## config.mk

```make
export PLATFORM = sky130hd
export DESIGN_NAME = gridworld_q_learning_step_top
export DESIGN_NICKNAME = d
export VERILOG_FILES = /design/src/sv/gqls_pkg.sv /design/src/sv/gqls_ram.sv /design/src/sv/gqls_cfg.sv /design/src/sv/gqls_ctrl.sv /design/src/sv/gqls_dp.sv /design/src/sv/gridworld_q_learning_step_top.sv
export SDC_FILE = /design/constraint.sdc
export NUM_CORES = 2
export LEC_CHECK = 0
export ABC_AREA = 1
export ABC_CLOCK_PERIOD_IN_PS = 34200
export BUFFER_PORTS_ARGS = -buffer_cell sky130_fd_sc_hd__clkbuf_2
export CORE_MARGIN = 2
export CORE_UTILIZATION = 60
export DETAILED_ROUTE_END_ITERATION = 10
export PLACE_DENSITY_LB_ADDON = 0.12
export SKIP_CTS_REPAIR_TIMING = 1
export SYNTH_ARGS = -nofsm -noshare
export SYNTH_HDL_FRONTEND = slang
export SYNTH_SLANG_ARGS = --single-unit
```

## constraint.sdc

```tcl
create_clock -name aclk -period 34.2 [get_ports aclk]
set_input_delay 3.42 -clock aclk [delete_from_list [all_inputs] [get_ports aclk]]
set_output_delay 3.42 -clock aclk [all_outputs]
set_load 0.05 [all_outputs]
```

## src/sv/gqls_pkg.sv

```systemverilog
// Shared types, constants and helpers for the grid Q-learning step block.
// Used by every module of the block but gqls_ram; depends on nothing.
package gqls_pkg;

    // Grid geometry
    localparam int GRID_SIDE = 4;
    localparam int MOVES     = 4;
    localparam int CELLS     = GRID_SIDE * GRID_SIDE;
    localparam int CELL_W    = (CELLS > 1) ? $clog2(CELLS) : 1;
    localparam int COORD_W   = (GRID_SIDE > 4) ? $clog2(GRID_SIDE) : 2;
    localparam int MOVE_W    = 2;

    // Fixed-point widths
    localparam int Q_W      = 16;
    localparam int ROW_W    = MOVES * Q_W;
    localparam int FRAC_SH  = 16;
    localparam int COEF_W   = 17;                   // unsigned Q0.16 with a zero sign bit
    localparam int PROD1_W  = Q_W + COEF_W;         // gamma * maxQ
    localparam int DIFF_W   = 19;                   // r + round(gamma*maxQ) - Q
    localparam int PROD2_W  = DIFF_W + COEF_W;      // alpha * diff
    localparam int DELTA_W  = PROD2_W + 1 - FRAC_SH;
    localparam int NQ_W     = DELTA_W + 1;

    // Stream widths
    localparam int S_TDATA_W = 24;
    localparam int M_TDATA_W = 40;

    // Configuration port
    localparam int CFG_ADDR_W = 5;
    localparam int CFG_DATA_W = 32;
    localparam int REG_IDX_W  = 3;

    localparam logic [REG_IDX_W-1:0] REG_LEARN_RATE = 3'd0;
    localparam logic [REG_IDX_W-1:0] REG_DISCOUNT   = 3'd1;
    localparam logic [REG_IDX_W-1:0] REG_EXPLORE    = 3'd2;
    localparam logic [REG_IDX_W-1:0] REG_GOAL_REW   = 3'd3;
    localparam logic [REG_IDX_W-1:0] REG_STEP_REW   = 3'd4;
    localparam logic [REG_IDX_W-1:0] REG_GOAL_COL   = 3'd5;
    localparam logic [REG_IDX_W-1:0] REG_GOAL_ROW   = 3'd6;

    localparam logic [15:0] RST_LEARN_RATE = 16'd9830;
    localparam logic [15:0] RST_DISCOUNT   = 16'd64881;
    localparam logic [15:0] RST_EXPLORE    = 16'd9830;
    localparam logic [15:0] RST_GOAL_REW   = 16'd1024;
    localparam logic [15:0] RST_STEP_REW   = 16'hFF9A;  // -102
    localparam logic [1:0]  RST_GOAL_COL   = 2'd3;
    localparam logic [1:0]  RST_GOAL_ROW   = 2'd3;

    // Command, move and status codes
    localparam logic       CMD_PLACE = 1'b0;
    localparam logic       CMD_STEP  = 1'b1;

    localparam logic [MOVE_W-1:0] MOVE_RIGHT = 2'd0;
    localparam logic [MOVE_W-1:0] MOVE_LEFT  = 2'd1;
    localparam logic [MOVE_W-1:0] MOVE_UP    = 2'd2;
    localparam logic [MOVE_W-1:0] MOVE_DOWN  = 2'd3;

    localparam logic [1:0] STAT_DONE    = 2'd0;
    localparam logic [1:0] STAT_PLACED  = 2'd1;
    localparam logic [1:0] STAT_REFUSED = 2'd2;

    typedef struct packed {
        logic [15:0]        learn_rate;
        logic [15:0]        discount;
        logic [15:0]        explore_threshold;
        logic signed [15:0] goal_reward;
        logic signed [15:0] step_reward;
        logic [1:0]         goal_col;
        logic [1:0]         goal_row;
    } cfg_t;

    typedef struct packed {
        logic accept;    // latch word, read current cell row
        logic choose;    // pick move, read next cell row
        logic maxq;      // max of next row, reward
        logic mul1;      // gamma * maxQ
        logic diff;      // target - Q
        logic mul2;      // alpha * diff
        logic update;    // saturate, write back, move agent
        logic out_load;  // load output register
    } ctrl_cmd_t;

    typedef struct packed {
        logic step_go;   // offered word is a step that is not refused
    } dp_status_t;

    function automatic logic [COORD_W-1:0] clamp_coord(input logic [1:0] v);
        logic [COORD_W-1:0] ext;
        ext = COORD_W'(v);
        if (ext > COORD_W'(GRID_SIDE - 1)) begin
            return COORD_W'(GRID_SIDE - 1);
        end
        return ext;
    endfunction

    function automatic logic [CELL_W-1:0] cell_index(input logic [COORD_W-1:0] col,
                                                      input logic [COORD_W-1:0] row);
        return CELL_W'(row * GRID_SIDE + col);
    endfunction

endpackage

```

## src/sv/gqls_ram.sv

```systemverilog
// Generic single-write, single-read RAM with a registered read port.
// Stand-alone; no package needed.
module gqls_ram #(
    parameter int WIDTH = 64,
    parameter int DEPTH = 16
) (
    input  logic                     aclk,
    input  logic                     wr_en,
    input  logic [$clog2(DEPTH)-1:0] wr_addr,
    input  logic [WIDTH-1:0]         wr_data,
    input  logic                     rd_en,
    input  logic [$clog2(DEPTH)-1:0] rd_addr,
    output logic [WIDTH-1:0]         rd_data
);

    logic [WIDTH-1:0] mem [DEPTH];
    logic [WIDTH-1:0] rd_data_reg;

    always_ff @(posedge aclk) begin
        if (wr_en) begin
            mem[wr_addr] <= wr_data;
        end
        if (rd_en) begin
            rd_data_reg <= mem[rd_addr];
        end
    end

    assign rd_data = rd_data_reg;

endmodule

```

## src/sv/gqls_cfg.sv

```systemverilog
// APB register file holding the learning and goal settings.
// Depends on gqls_pkg for the register map and cfg_t.
module gqls_cfg import gqls_pkg::*; (
    input  logic                  aclk,
    input  logic                  aresetn,
    input  logic                  psel,
    input  logic                  penable,
    input  logic                  pwrite,
    input  logic [CFG_ADDR_W-1:0] paddr,
    input  logic [CFG_DATA_W-1:0] pwdata,
    output logic [CFG_DATA_W-1:0] prdata,
    output logic                  pready,
    output cfg_t                  cfg
);

    cfg_t                 cfg_reg;
    cfg_t                 cfg_next;
    logic [REG_IDX_W-1:0] reg_idx;
    logic                 wr_hit;

    assign pready  = 1'b1;
    assign reg_idx = paddr[CFG_ADDR_W-1:2];
    assign wr_hit  = psel && penable && pwrite;

    always_comb begin
        cfg_next = cfg_reg;
        if (wr_hit) begin
            unique case (reg_idx)
                REG_LEARN_RATE: cfg_next.learn_rate        = pwdata[15:0];
                REG_DISCOUNT:   cfg_next.discount          = pwdata[15:0];
                REG_EXPLORE:    cfg_next.explore_threshold = pwdata[15:0];
                REG_GOAL_REW:   cfg_next.goal_reward       = pwdata[15:0];
                REG_STEP_REW:   cfg_next.step_reward       = pwdata[15:0];
                REG_GOAL_COL:   cfg_next.goal_col          = pwdata[1:0];
                REG_GOAL_ROW:   cfg_next.goal_row          = pwdata[1:0];
                default:        cfg_next = cfg_reg;
            endcase
        end
    end

    always_ff @(posedge aclk) begin
        if (!aresetn) begin
            cfg_reg.learn_rate        <= RST_LEARN_RATE;
            cfg_reg.discount          <= RST_DISCOUNT;
            cfg_reg.explore_threshold <= RST_EXPLORE;
            cfg_reg.goal_reward       <= RST_GOAL_REW;
            cfg_reg.step_reward       <= RST_STEP_REW;
            cfg_reg.goal_col          <= RST_GOAL_COL;
            cfg_reg.goal_row          <= RST_GOAL_ROW;
        end else begin
            cfg_reg <= cfg_next;
        end
    end

    always_comb begin
        unique case (reg_idx)
            REG_LEARN_RATE: prdata = {16'd0, cfg_reg.learn_rate};
            REG_DISCOUNT:   prdata = {16'd0, cfg_reg.discount};
            REG_EXPLORE:    prdata = {16'd0, cfg_reg.explore_threshold};
            REG_GOAL_REW:   prdata = CFG_DATA_W'(cfg_reg.goal_reward);
            REG_STEP_REW:   prdata = CFG_DATA_W'(cfg_reg.step_reward);
            REG_GOAL_COL:   prdata = {30'd0, cfg_reg.goal_col};
            REG_GOAL_ROW:   prdata = {30'd0, cfg_reg.goal_row};
            default:        prdata = '0;
        endcase
    end

    assign cfg = cfg_reg;

endmodule

```

## src/sv/gqls_ctrl.sv

```systemverilog
// Sequencing state machine: handshakes on both streams and datapath commands.
// Depends on gqls_pkg for ctrl_cmd_t and dp_status_t.
module gqls_ctrl import gqls_pkg::*; (
    input  logic       aclk,
    input  logic       aresetn,
    input  logic       s_tvalid,
    output logic       s_tready,
    output logic       m_tvalid,
    input  logic       m_tready,
    input  dp_status_t status,
    output ctrl_cmd_t  cmd
);

    localparam logic [2:0] ST_IDLE   = 3'd0;
    localparam logic [2:0] ST_CHOOSE = 3'd1;
    localparam logic [2:0] ST_MAXQ   = 3'd2;
    localparam logic [2:0] ST_MUL1   = 3'd3;
    localparam logic [2:0] ST_DIFF   = 3'd4;
    localparam logic [2:0] ST_MUL2   = 3'd5;
    localparam logic [2:0] ST_UPDATE = 3'd6;
    localparam logic [2:0] ST_OUT    = 3'd7;

    logic [2:0] state_reg;
    logic [2:0] state_next;
    logic       m_tvalid_reg;
    logic       m_tvalid_next;

    always_comb begin
        cmd        = '0;
        state_next = state_reg;
        unique case (state_reg)
            ST_IDLE: begin
                if (s_tvalid) begin
                    cmd.accept = 1'b1;
                    state_next = status.step_go ? ST_CHOOSE : ST_OUT;
                end
            end
            ST_CHOOSE: begin
                cmd.choose = 1'b1;
                state_next = ST_MAXQ;
            end
            ST_MAXQ: begin
                cmd.maxq   = 1'b1;
                state_next = ST_MUL1;
            end
            ST_MUL1: begin
                cmd.mul1   = 1'b1;
                state_next = ST_DIFF;
            end
            ST_DIFF: begin
                cmd.diff   = 1'b1;
                state_next = ST_MUL2;
            end
            ST_MUL2: begin
                cmd.mul2   = 1'b1;
                state_next = ST_UPDATE;
            end
            ST_UPDATE: begin
                cmd.update = 1'b1;
                state_next = ST_OUT;
            end
            ST_OUT: begin
                // hold until the output register is free or being drained
                if (!m_tvalid_reg || m_tready) begin
                    cmd.out_load = 1'b1;
                    state_next   = ST_IDLE;
                end
            end
            default: state_next = ST_IDLE;
        endcase
    end

    always_comb begin
        if (cmd.out_load) begin
            m_tvalid_next = 1'b1;
        end else if (m_tready) begin
            m_tvalid_next = 1'b0;
        end else begin
            m_tvalid_next = m_tvalid_reg;
        end
    end

    always_ff @(posedge aclk) begin
        if (!aresetn) begin
            state_reg    <= ST_IDLE;
            m_tvalid_reg <= 1'b0;
        end else begin
            state_reg    <= state_next;
            m_tvalid_reg <= m_tvalid_next;
        end
    end

    assign s_tready = (state_reg == ST_IDLE);
    assign m_tvalid = m_tvalid_reg;

endmodule

```

## src/sv/gqls_dp.sv

```systemverilog
// Datapath: agent position, Q table (one row of four moves per cell),
// move choice, fixed-point update and output register.
// Depends on gqls_pkg and gqls_ram.
module gqls_dp import gqls_pkg::*; (
    input  logic                 aclk,
    input  logic                 aresetn,
    input  cfg_t                 cfg,
    input  ctrl_cmd_t            cmd,
    output dp_status_t           status,
    input  logic [S_TDATA_W-1:0] s_tdata,
    input  logic                 s_tuser,
    output logic [M_TDATA_W-1:0] m_tdata,
    output logic [1:0]           m_tuser
);

    // Input word fields
    logic [1:0]  in_start_col;
    logic [1:0]  in_start_row;
    logic [15:0] in_draw;
    logic [1:0]  in_rmove;

    assign in_start_col = s_tdata[1:0];
    assign in_start_row = s_tdata[3:2];
    assign in_draw      = s_tdata[19:4];
    assign in_rmove     = s_tdata[21:20];

    // Agent and per-row valid bits
    logic [COORD_W-1:0] agent_col_reg;
    logic [COORD_W-1:0] agent_row_reg;
    logic [CELLS-1:0]   row_valid_reg;

    logic [COORD_W-1:0] goal_col_c;
    logic [COORD_W-1:0] goal_row_c;
    logic               agent_on_goal;

    assign goal_col_c    = clamp_coord(cfg.goal_col);
    assign goal_row_c    = clamp_coord(cfg.goal_row);
    assign agent_on_goal = (agent_col_reg == goal_col_c) && (agent_row_reg == goal_row_c);
    assign status.step_go = (s_tuser == CMD_STEP) && !agent_on_goal;

    // Item working registers
    logic [15:0]              draw_reg;
    logic [MOVE_W-1:0]        rmove_reg;
    logic [MOVE_W-1:0]        move_reg;
    logic [COORD_W-1:0]       new_col_reg;
    logic [COORD_W-1:0]       new_row_reg;
    logic [ROW_W-1:0]         old_row_reg;
    logic signed [Q_W-1:0]    q_old_reg;
    logic signed [Q_W-1:0]    best_next_reg;
    logic signed [Q_W-1:0]    reward_reg;
    logic signed [PROD1_W-1:0] prod1_reg;
    logic signed [DIFF_W-1:0]  diff_reg;
    logic signed [PROD2_W-1:0] prod2_reg;

    // Result registers
    logic [1:0]            res_status_reg;
    logic [MOVE_W-1:0]     res_move_reg;
    logic signed [Q_W-1:0] res_reward_reg;
    logic signed [Q_W-1:0] res_value_reg;
    logic [M_TDATA_W-1:0]  m_tdata_reg;
    logic [1:0]            m_tuser_reg;

    // Table access
    logic              rd_en;
    logic [CELL_W-1:0] rd_addr;
    logic [ROW_W-1:0]  rd_row;
    logic              rd_valid_reg;
    logic [ROW_W-1:0]  eff_row;
    logic [CELL_W-1:0] old_cell;
    logic [ROW_W-1:0]  wr_row;

    logic signed [Q_W-1:0] q_cur [MOVES];
    logic signed [Q_W-1:0] best_q;
    logic [MOVE_W-1:0]     best_m;
    logic                  explore;
    logic [MOVE_W-1:0]     move_sel;
    logic [COORD_W-1:0]    next_col;
    logic [COORD_W-1:0]    next_row;

    logic signed [PROD1_W:0]   p1_bias;
    logic signed [PROD1_W-FRAC_SH:0] p1_rnd;
    logic signed [DIFF_W-1:0]  diff_next;
    logic signed [PROD2_W:0]   p2_bias;
    logic signed [DELTA_W-1:0] delta;
    logic signed [NQ_W-1:0]    nq;
    logic signed [Q_W-1:0]     nq_sat;

    assign old_cell = cell_index(agent_col_reg, agent_row_reg);
    assign rd_en    = cmd.accept || cmd.choose;
    assign rd_addr  = cmd.choose ? cell_index(next_col, next_row) : old_cell;
    assign eff_row  = rd_valid_reg ? rd_row : '0;

    gqls_ram #(
        .WIDTH (ROW_W),
        .DEPTH (CELLS)
    ) u_qtab (
        .aclk    (aclk),
        .wr_en   (cmd.update),
        .wr_addr (old_cell),
        .wr_data (wr_row),
        .rd_en   (rd_en),
        .rd_addr (rd_addr),
        .rd_data (rd_row)
    );

    // First move with the largest value of the row just read
    always_comb begin
        for (int m = 0; m < MOVES; m++) begin
            q_cur[m] = eff_row[m*Q_W +: Q_W];
        end
        best_q = q_cur[0];
        best_m = MOVE_RIGHT;
        for (int m = 1; m < MOVES; m++) begin
            if (q_cur[m] > best_q) begin
                best_q = q_cur[m];
                best_m = MOVE_W'(m);
            end
        end
    end

    assign explore  = (draw_reg < cfg.explore_threshold);
    assign move_sel = explore ? rmove_reg : best_m;

    // Move and stop at the edges
    always_comb begin
        next_col = agent_col_reg;
        next_row = agent_row_reg;
        unique case (move_sel)
            MOVE_RIGHT: if (agent_col_reg < COORD_W'(GRID_SIDE - 1)) next_col = agent_col_reg + 1'b1;
            MOVE_LEFT:  if (agent_col_reg != '0) next_col = agent_col_reg - 1'b1;
            MOVE_UP:    if (agent_row_reg != '0) next_row = agent_row_reg - 1'b1;
            MOVE_DOWN:  if (agent_row_reg < COORD_W'(GRID_SIDE - 1)) next_row = agent_row_reg + 1'b1;
            default:    next_col = agent_col_reg;
        endcase
    end

    // Round half up on the Q0.16 products
    assign p1_bias   = (PROD1_W+1)'(prod1_reg) + (PROD1_W+1)'(32768);
    assign p1_rnd    = (PROD1_W-FRAC_SH+1)'(p1_bias >>> FRAC_SH);
    assign diff_next = DIFF_W'(reward_reg) + DIFF_W'(p1_rnd) - DIFF_W'(q_old_reg);
    assign p2_bias   = (PROD2_W+1)'(prod2_reg) + (PROD2_W+1)'(32768);
    assign delta     = DELTA_W'(p2_bias >>> FRAC_SH);
    assign nq        = NQ_W'(q_old_reg) + NQ_W'(delta);

    always_comb begin
        priority if (nq > NQ_W'(32767)) begin
            nq_sat = 16'sh7FFF;
        end else if (nq < -NQ_W'(32768)) begin
            nq_sat = -16'sh8000;
        end else begin
            nq_sat = nq[Q_W-1:0];
        end
    end

    always_comb begin
        wr_row = old_row_reg;
        wr_row[move_reg*Q_W +: Q_W] = nq_sat;
    end

    always_ff @(posedge aclk) begin
        if (!aresetn) begin
            agent_col_reg <= '0;
            agent_row_reg <= '0;
            row_valid_reg <= '0;
        end else begin
            if (cmd.accept && (s_tuser == CMD_PLACE)) begin
                agent_col_reg <= clamp_coord(in_start_col);
                agent_row_reg <= clamp_coord(in_start_row);
            end else if (cmd.update) begin
                agent_col_reg <= new_col_reg;
                agent_row_reg <= new_row_reg;
                row_valid_reg[old_cell] <= 1'b1;
            end
        end
    end

    always_ff @(posedge aclk) begin
        if (rd_en) begin
            rd_valid_reg <= row_valid_reg[rd_addr];
        end
        if (cmd.accept) begin
            draw_reg       <= in_draw;
            rmove_reg      <= in_rmove;
            res_status_reg <= (s_tuser == CMD_PLACE) ? STAT_PLACED : STAT_REFUSED;
            res_move_reg   <= MOVE_RIGHT;
            res_reward_reg <= '0;
            res_value_reg  <= '0;
        end
        if (cmd.choose) begin
            move_reg    <= move_sel;
            new_col_reg <= next_col;
            new_row_reg <= next_row;
            old_row_reg <= eff_row;
            q_old_reg   <= q_cur[move_sel];
        end
        if (cmd.maxq) begin
            best_next_reg <= best_q;
            reward_reg    <= ((new_col_reg == goal_col_c) && (new_row_reg == goal_row_c))
                             ? cfg.goal_reward : cfg.step_reward;
        end
        if (cmd.mul1) begin
            prod1_reg <= best_next_reg * $signed({1'b0, cfg.discount});
        end
        if (cmd.diff) begin
            diff_reg <= diff_next;
        end
        if (cmd.mul2) begin
            prod2_reg <= diff_reg * $signed({1'b0, cfg.learn_rate});
        end
        if (cmd.update) begin
            res_status_reg <= STAT_DONE;
            res_move_reg   <= move_reg;
            res_reward_reg <= reward_reg;
            res_value_reg  <= nq_sat;
        end
        if (cmd.out_load) begin
            m_tuser_reg <= res_status_reg;
            m_tdata_reg <= {1'b0, agent_on_goal, res_value_reg, res_reward_reg,
                            agent_row_reg[1:0], agent_col_reg[1:0], res_move_reg};
        end
    end

    assign m_tdata = m_tdata_reg;
    assign m_tuser = m_tuser_reg;

endmodule

```

## src/sv/gridworld_q_learning_step_top.sv

```systemverilog
// Grid Q-learning step: place and step commands on a stream, APB settings.
// Output: m_tvalid rises once the word has passed ST_OUT (place or refused step) or
// ST_CHOOSE, ST_MAXQ, ST_MUL1, ST_DIFF, ST_MUL2, ST_UPDATE and ST_OUT (learning step).
// One word at a time: the next word is taken only back in ST_IDLE, after ST_OUT (place)
// or after the two row reads of the table and the two chained multiplies (step).
// Reset (aresetn, synchronous, active low): agent at cell (0,0), settings to defaults,
// all table rows read as zero through per-row valid bits; no clearing pass.
module gridworld_q_learning_step_top import gqls_pkg::*; (
    input  logic                  aclk,
    input  logic                  aresetn,
    input  logic                  s_tvalid,
    output logic                  s_tready,
    // start_col[1:0], start_row[3:2], random_draw[19:4], random_move[21:20]
    input  logic [S_TDATA_W-1:0]  s_tdata,
    // command[0]
    input  logic [0:0]            s_tuser,
    output logic                  m_tvalid,
    input  logic                  m_tready,
    // chosen_move[1:0], new_col[3:2], new_row[5:4], step_reward_out[21:6],
    // updated_value[37:22], at_goal[38]
    output logic [M_TDATA_W-1:0]  m_tdata,
    // status[1:0]
    output logic [1:0]            m_tuser,
    input  logic                  psel,
    input  logic                  penable,
    input  logic                  pwrite,
    input  logic [CFG_ADDR_W-1:0] paddr,
    input  logic [CFG_DATA_W-1:0] pwdata,
    output logic [CFG_DATA_W-1:0] prdata,
    output logic                  pready
);

    cfg_t       cfg;
    ctrl_cmd_t  cmd;
    dp_status_t status;

    gqls_cfg u_cfg (
        .aclk    (aclk),
        .aresetn (aresetn),
        .psel    (psel),
        .penable (penable),
        .pwrite  (pwrite),
        .paddr   (paddr),
        .pwdata  (pwdata),
        .prdata  (prdata),
        .pready  (pready),
        .cfg     (cfg)
    );

    gqls_ctrl u_ctrl (
        .aclk     (aclk),
        .aresetn  (aresetn),
        .s_tvalid (s_tvalid),
        .s_tready (s_tready),
        .m_tvalid (m_tvalid),
        .m_tready (m_tready),
        .status   (status),
        .cmd      (cmd)
    );

    gqls_dp u_dp (
        .aclk    (aclk),
        .aresetn (aresetn),
        .cfg     (cfg),
        .cmd     (cmd),
        .status  (status),
        .s_tdata (s_tdata),
        .s_tuser (s_tuser[0]),
        .m_tdata (m_tdata),
        .m_tuser (m_tuser)
    );

    // one word in flight: no second accept straight after the first
    a_one_in_flight: assert property (@(posedge aclk) disable iff (!aresetn)
        (s_tvalid && s_tready) |=> !s_tready)
        else $error("word accepted while previous word still in progress");

    // a place with a free output register is not held in ST_OUT before its result is shown
    a_place_latency: assert property (@(posedge aclk) disable iff (!aresetn)
        (s_tvalid && s_tready && (s_tuser[0] == CMD_PLACE) && (!m_tvalid || m_tready))
        |=> ##1 m_tvalid)
        else $error("place result not presented in time");

    // a refused step happens only at the goal and reports no move or update
    a_refused_fields: assert property (@(posedge aclk) disable iff (!aresetn)
        (m_tvalid && (m_tuser == STAT_REFUSED))
        |-> (m_tdata[38] && (m_tdata[1:0] == MOVE_RIGHT) && (m_tdata[37:22] == '0)))
        else $error("refused step word carries move, update or off-goal flag");

    // the table is only written during a step, never while waiting for a word
    a_no_idle_write: assert property (@(posedge aclk) disable iff (!aresetn)
        cmd.update |-> (!s_tready && !cmd.out_load))
        else $error("table write outside the update phase");

endmodule
```

**Word level (Yosys, flattened, before mapping)**

Memories as Yosys holds them, arrays and structs flattened. A register that Yosys moved wholly into a read port is not among the register bits.
Cells that the tools add are included.

- Add/subtract/negate cells: 12
- Multiply operators: 2
- Div/mod/pow operators: 0
- $lt $le $gt $ge: 16
- Equal/unequal tests: 22
- Shifts and indexed selects: 2
- Muxes and demuxes: 71
- Bitwise gates (word level): 4
- Reductions and logical operators: 28

Operators by type and width:

| operator | number |
|---|---|
| $pmux 32 s7 | 1 |
| $mux 16 | 11 |
| $bwmux 64 | 1 |
| $mux 64 | 1 |
| $shift 16x34->64 const A | 1 |
| $shiftx 16x34->64 | 1 |
| $gt 16x16->1 | 3 |
| $mux 2 | 22 |
| $add 36x17->37 const B | 1 |
| $mul 19x17->36 | 1 |
| $add 33x17->34 const B | 1 |
| $neg 6->34 | 1 |
| $mul 16x17->33 | 1 |
| $bmux 16 s2 | 1 |
| $mux 1 | 25 |
| $pmux 3 s8 | 1 |
| $add 16x21->22 | 1 |
| $gt 22x16->1 const B | 1 |
| $lt 22x16->1 const B | 1 |
| $eq 3x3->1 const B | 7 |
| $add 16x18->19 | 1 |
| $sub 19x16->19 | 1 |
| $reduce_and 2->1 | 9 |
| $lt 16x16->1 | 1 |
| 29 further kinds | 62 |

- Flip-flop bits (word level): 410
- Latch bits: 0
- Bits in writable memories: 1024
- ROM bits: 0
- Output and inout port bits: 77
- Logic and storage cells: 189
- Memories: 1

Memories:

| memory | words | bits a word | read ports | clocked after Yosys merged registers in | write ports | RTL line | RTL |
|---|---|---|---|---|---|---|---|
| u_dp.u_qtab.mem | 16 | 64 | 1 | 1 | 1 | gqls_ram.sv:16 | `logic [WIDTH-1:0] mem [DEPTH];` |

**Longest topological paths before layout**

- Depth in word-level cells: 14
- Mapped depth: 60
- Gate-level depth less buffers: 54

**By module**

A second synthesis with hierarchy kept.

- Cell total of the unflattened synthesis: 9061
- Area, all modules: 86625.6 µm²

By module, submodules not included:

| module | instances | cells each | area each (µm²) | seq. area each (µm²) |
|---|---|---|---|---|
| gqls_ram | 1 | 4210 | 45926.5 | 32671.3 |
| gqls_dp | 1 | 4149 | 36100.9 | 8548.2 |
| gqls_cfg | 1 | 641 | 4196.5 | 1681.6 |
| gqls_ctrl | 1 | 61 | 401.6 | 80.1 |

**Worst setup path before layout**

No wires, ideal clock.

- Path type: register to register
- Start point: register u_ctrl.state_reg[0]
- End point: register u_dp.rd_valid_reg, enable pin
- Library setup time: 425 ps
- Arrival: 10811 ps
- Slack: 22964 ps
- Cell stages (with the launch flop): 5
- Cell sequence: dfxtp_1 > inv_1 > nor3_1 > clkinv_1 > nand2_1

- Word-level cells in the longest chain between the ends: 3
- Elaborated cells between the ends (all ways): 5
- Those cells by class: eq/ne: 1; mux: 2; reduce/logical: 2

RTL lines:

| element | RTL line | RTL |
|---|---|---|
| from (decl) | gqls_ctrl.sv:23 | `logic [2:0] state_reg;` |
| from (signal assigned) | gqls_ctrl.sv:88 | `state_reg <= state_next;` |
| $eq 3x1->1 or $logic_not 3->1 (tied branches) | gqls_ctrl.sv:31 | `unique case (state_reg)` |
| $mux 1 | gqls_ctrl.sv:31 |  |
| $logic_or 1x1->1 * | gqls_dp.sv:89 | `assign rd_en = cmd.accept \|\| cmd.choose;` |
| via u_dp.rd_en | gqls_dp.sv:64 | `logic rd_en;` |
| to (signal assigned) | gqls_dp.sv:179 | `rd_valid_reg <= row_valid_reg[rd_addr];` |
| to (decl) | gqls_dp.sv:67 | `logic rd_valid_reg;` |

The timed path passes the listed nets; every way through them passes the cells marked *.
A chain may end at the register's enable or synchronous reset.

**Worst setup path in the final report**

- Start point: register u_dp.rd_valid_reg
- End point: register u_dp.u_qtab.rd_data_reg[61] (netlist: u_dp.u_qtab.rd_data[61]), read port of u_dp.u_qtab.mem, data pin

- Word-level cells in the longest chain between the ends: 12
- Elaborated cells between the ends (all ways): 18
- Those cells by class: add/sub: 1; order compare: 3; eq/ne: 3; mux: 10; reduce/logical: 1

RTL lines:

| element | RTL line | RTL |
|---|---|---|
| $mux 64 * | gqls_dp.sv:91 | `assign eff_row = rd_valid_reg ? rd_row : '0;` |
| $gt 16x16->1 | gqls_dp.sv:114 | `if (q_cur[m] > best_q) begin` |
| $mux 16 | gqls_dp.sv:114 |  |
| $gt 16x16->1 | gqls_dp.sv:114 |  |
| $mux 16 | gqls_dp.sv:114 |  |
| $gt 16x16->1 | gqls_dp.sv:114 |  |
| $mux 2 * | gqls_dp.sv:114 |  |
| $mux 2 * | gqls_dp.sv:122 | `assign move_sel = explore ? rmove_reg : best_m;` |
| via u_dp.move_sel[1] | gqls_dp.sv:76 | `logic [MOVE_W-1:0] move_sel;` |
| $eq 2x1->1, or another cell as far along | gqls_dp.sv:128 | `unique case (move_sel)` |
| $pmux 2 s2 | gqls_dp.sv:128 |  |
| $add 4x2->4 * | gqls_pkg.sv:98 | `return CELL_W'(row * GRID_SIDE + col);` |
| $mux 4 * | gqls_dp.sv:90 | `assign rd_addr = cmd.choose ? cell_index(next_col, next_row) : old_cell;` |
| to (decl) | gqls_ram.sv:17 | `logic [WIDTH-1:0] rd_data_reg;` |

Marks and branches as above.

==> run summary <==
Outcome = completed
Uppermost layer routed = met5
Critical path depth = 46
Class of the most critical hold timing path = reg -> reg
Starting density of the core = 60.40%
Sum of routed wire length over all layers = 231200 um
DR iter-0 viols = 6657
Arrival time at the worst endpoint = 14690 ps
# nets final = 9619
Cells taking the most area after synthesis = edfxtp_1, fa_1, nand2_1, inv_1, nand3_1
Initial antenna violation count = 5
CTS root buf = clkbuf_16
End point of the critical path = u_dp.u_qtab.rd_data[61]
Number of primary I/O pins = 146
Portion of the post-synthesis area used by sequential elements = 50.33%
Number of synthesized register bits = 1468
Routed length on met1 = 90720 um
Buffers plus inverters on the worst setup path = 8
Worst-case clock buffer depth = 3
Count of unique library cells instantiated by Yosys = 57
Source of the critical timing path = u_dp.rd_valid_reg
Total length of routed met3 wires = 21350 um
Final hold violation count = 0
Critical path's most frequent cell = nand2_1
Type of destination of the critical path = flop
Number of CTS-inserted buffers = 153
Gpl congestion = 0.9545
Critical Setup Path Class = reg -> reg
Detail-routed net length per standard cell = 21.55 um
GRT Util Overall = 32.16%
Global route total overflow = 0
Vias/cell = 5.698
Number of pins with negative max-slew slack in the final report = 0
Final sum of negative setup slack = 0 ps
Worst reg2reg startpoint = u_dp.rd_valid_reg
Reg2reg path depth = 46
Data required, critical path = 34750 ps
Vias = 61139
Met2 routed WL = 108500 um
Vias in the first global route = 60481
Number of antenna cells inserted = 0
Number of antenna-violating nets in the routed design = 0
Synthesized cell area = 0.08541 sq mm
Number of enable-type register cells in the synthesized netlist = 1358
Leading cell type in the layout, fill and taps excluded = nand2_1
Clk_lat worst skew = 810 ps
Transition time at the pin with the least slew margin = 1391 ps
Post-Syn Nets = 9716
CTS tree = yes
Biggest area consumer among synthesized cells = edfxtp_1
Crit start category = flop
Peak fanout along the critical path = 129
Capture point of the worst reg-to-reg path = u_dp.u_qtab.rd_data[61]
Count of clock tree sinks = 1468
Internal reg-to-reg setup slack = 20050 ps
Normalized max-slew margin = 7.257%
Setup repair after global routing missed its margin = no
Pre-antenna DRT Iters = 6
Post-CTS clock slew at the launch and capture registers of the worst setup and hold paths = 60 ps
Ratio of cells with drive above 1 in the final layout = 5.611%
Commonest non-fill, non-tap cells in the layout = nand2_1, inv_1, edfxtp_1
Die Footprint = 0.1454 sq mm
Setup-failing EPs final = 0
Number of flip-flops in the largest register = 1024
Core Rows = 138
H-tree Lvls = 4
DIE WIDTH = 381.3 um
Synth async-reset ratio = 0%
Drc violations = 0
Placed inst area = 0.08727 sq mm
Final min period = 14150 ps
Ys Warns = 0
Gate Count Post-Synth = 8815
Area growth from synthesis to final layout = 7.908%
Summed area of non-filler cells in the final layout = 0.09216 sq mm
Critical-path top delay cell = buf_4
Number of buffers inserted by port buffering = 123
Die height = 381.3 um
Avg Synthesized Cell Area = 9.689 sq um
Main flop type after synthesis = edfxtp_1
Final HPWL from detailed placement = 143400 um
Top cell type's share of synthesized area = 47.75%
Crit-path leading delay family = simple AND/OR/NAND/NOR gates
Share of the clock period used by the worst path after layout = 41.36%
Pin count of the biggest net entering global routing = 198
Core Footprint = 0.1414 sq mm
Reported max-cap violation count = 0
Highest clock rate = 70.69 MHz
Maximum cell stage delay along the critical path = 900 ps
Setup skew after layout = 55.05 ps
Wire length of the first global-routing pass = 355800 um
-- how the worst min path moves through the flow --
stage                            from  slack, ps  cells after the start          endpoint
2_1_floorplan    u_dp.res_move_reg[0]        400                      0   u_dp.m_tdata[0]
3_3_place_gp   u_dp.res_reward_reg[5]        400                      0  u_dp.m_tdata[11]
3_5_place_dp   u_dp.res_reward_reg[8]        400                      0  u_dp.m_tdata[14]
4_1_cts         u_dp.res_value_reg[9]        410                      0  u_dp.m_tdata[31]
5_1_grt         u_dp.res_value_reg[9]        420                      0  u_dp.m_tdata[31]
6_report       u_dp.res_status_reg[1]        410                      0   u_dp.m_tuser[1]
-- through the flow --
| stage | hold WS [ps] | std cells | utilization, % | setup WS, ps |
|---|---|---|---|---|
| floorplan | 400.3 | 8815 | - | 22960 |
| global placement | 401.6 | 10452 | 61.71 | 20610 |
| detailed placement | 404.5 | 10452 | 61.71 | 20410 |
| CTS | 406.3 | 10729 | 65.16 | 20370 |
| global route | 415.0 | 10730 | 65.17 | 19150 |
| finish | 409.8 | 10730 | 65.17 | 20050 |
-- layout make-up --
class | instances | area (sq um)
Tap cell | 1890 | 2365
Inverter | 1685 | 6329
Clock inverter | 82 | 778.2
Sequential cell | 1468 | 42980
Fill cell | 10961 | 49250
Multi-Input combinational cell | 5178 | 34150
Timing Repair Buffer | 232 | 1465
Clock buffer | 195 | 4090
-- cell families after synthesis --
group	after synthesis	share of synthesized area (%)
AND/OR/NAND/NOR	3753	18.52
buffers and inverters	2169	9.971
flip-flops	1468	50.33
adder cells (fa/ha/maj)	832	16.73
AO/OA/AOI/OAI	471	3.214
XOR/XNOR	120	1.231
other	2	0.008793
-- worst reg2reg max path: cells and delay by family (launching register included) --
| kind | cells | cell delay [ps] |
|---|---|---|
| flip-flops | 1 | 830 |
| buffers and inverters | 8 | 4290 |
| AND/OR/NAND/NOR | 26 | 5370 |
| adder cells (fa/ha/maj) | 3 | 1070 |
| AO/OA/AOI/OAI | 9 | 2350 |
-- cell usage after synthesis, types with 2 or more instances --
master     instances
o221ai_1           4
fa_1             517
edfxtp_1        1358
o21a_1             6
buf_4             22
buf_1             18
buf_2            231
inv_1           1676
dfxtp_1          110
nand4_1           17
nand2_1         2231
o21ai_0          168
a221o_1            4
a32o_1             2
nor3_1            28
nand3b_1           5
o21ai_1            3
nand3_1         1248
nor2_1           201
a211oi_1           4
nand2_2            6
conb_1             2
nor3b_1            2
nand3_2            2
o21bai_1           8
o22ai_1           39
a21o_1             2
xnor2_1           39
o2111ai_1         13
clkinv_1           5
a31oi_1           10
o31ai_1            4
a21oi_1          153
clkbuf_1         213
o211ai_1          24
ha_1             315
inv_2              3
nor4_1             4
a221oi_1          15
or2_2              4
xor2_1            81
and3_1             3
-- metal layers --
| layer | up-vias | track usage (%) |
|---|---|---|
| met5 | - | 0 |
| met4 | 4 | 14.43 |
| met3 | 595 | 5.065 |
| met2 | 2993 | 51.69 |
| met1 | 29578 | 43.47 |
| li1 | 27969 | - |
Power is left out: the tool's default activity adds up to more than one toggle a clock period on the data nets, which glitch-free logic cannot reach.
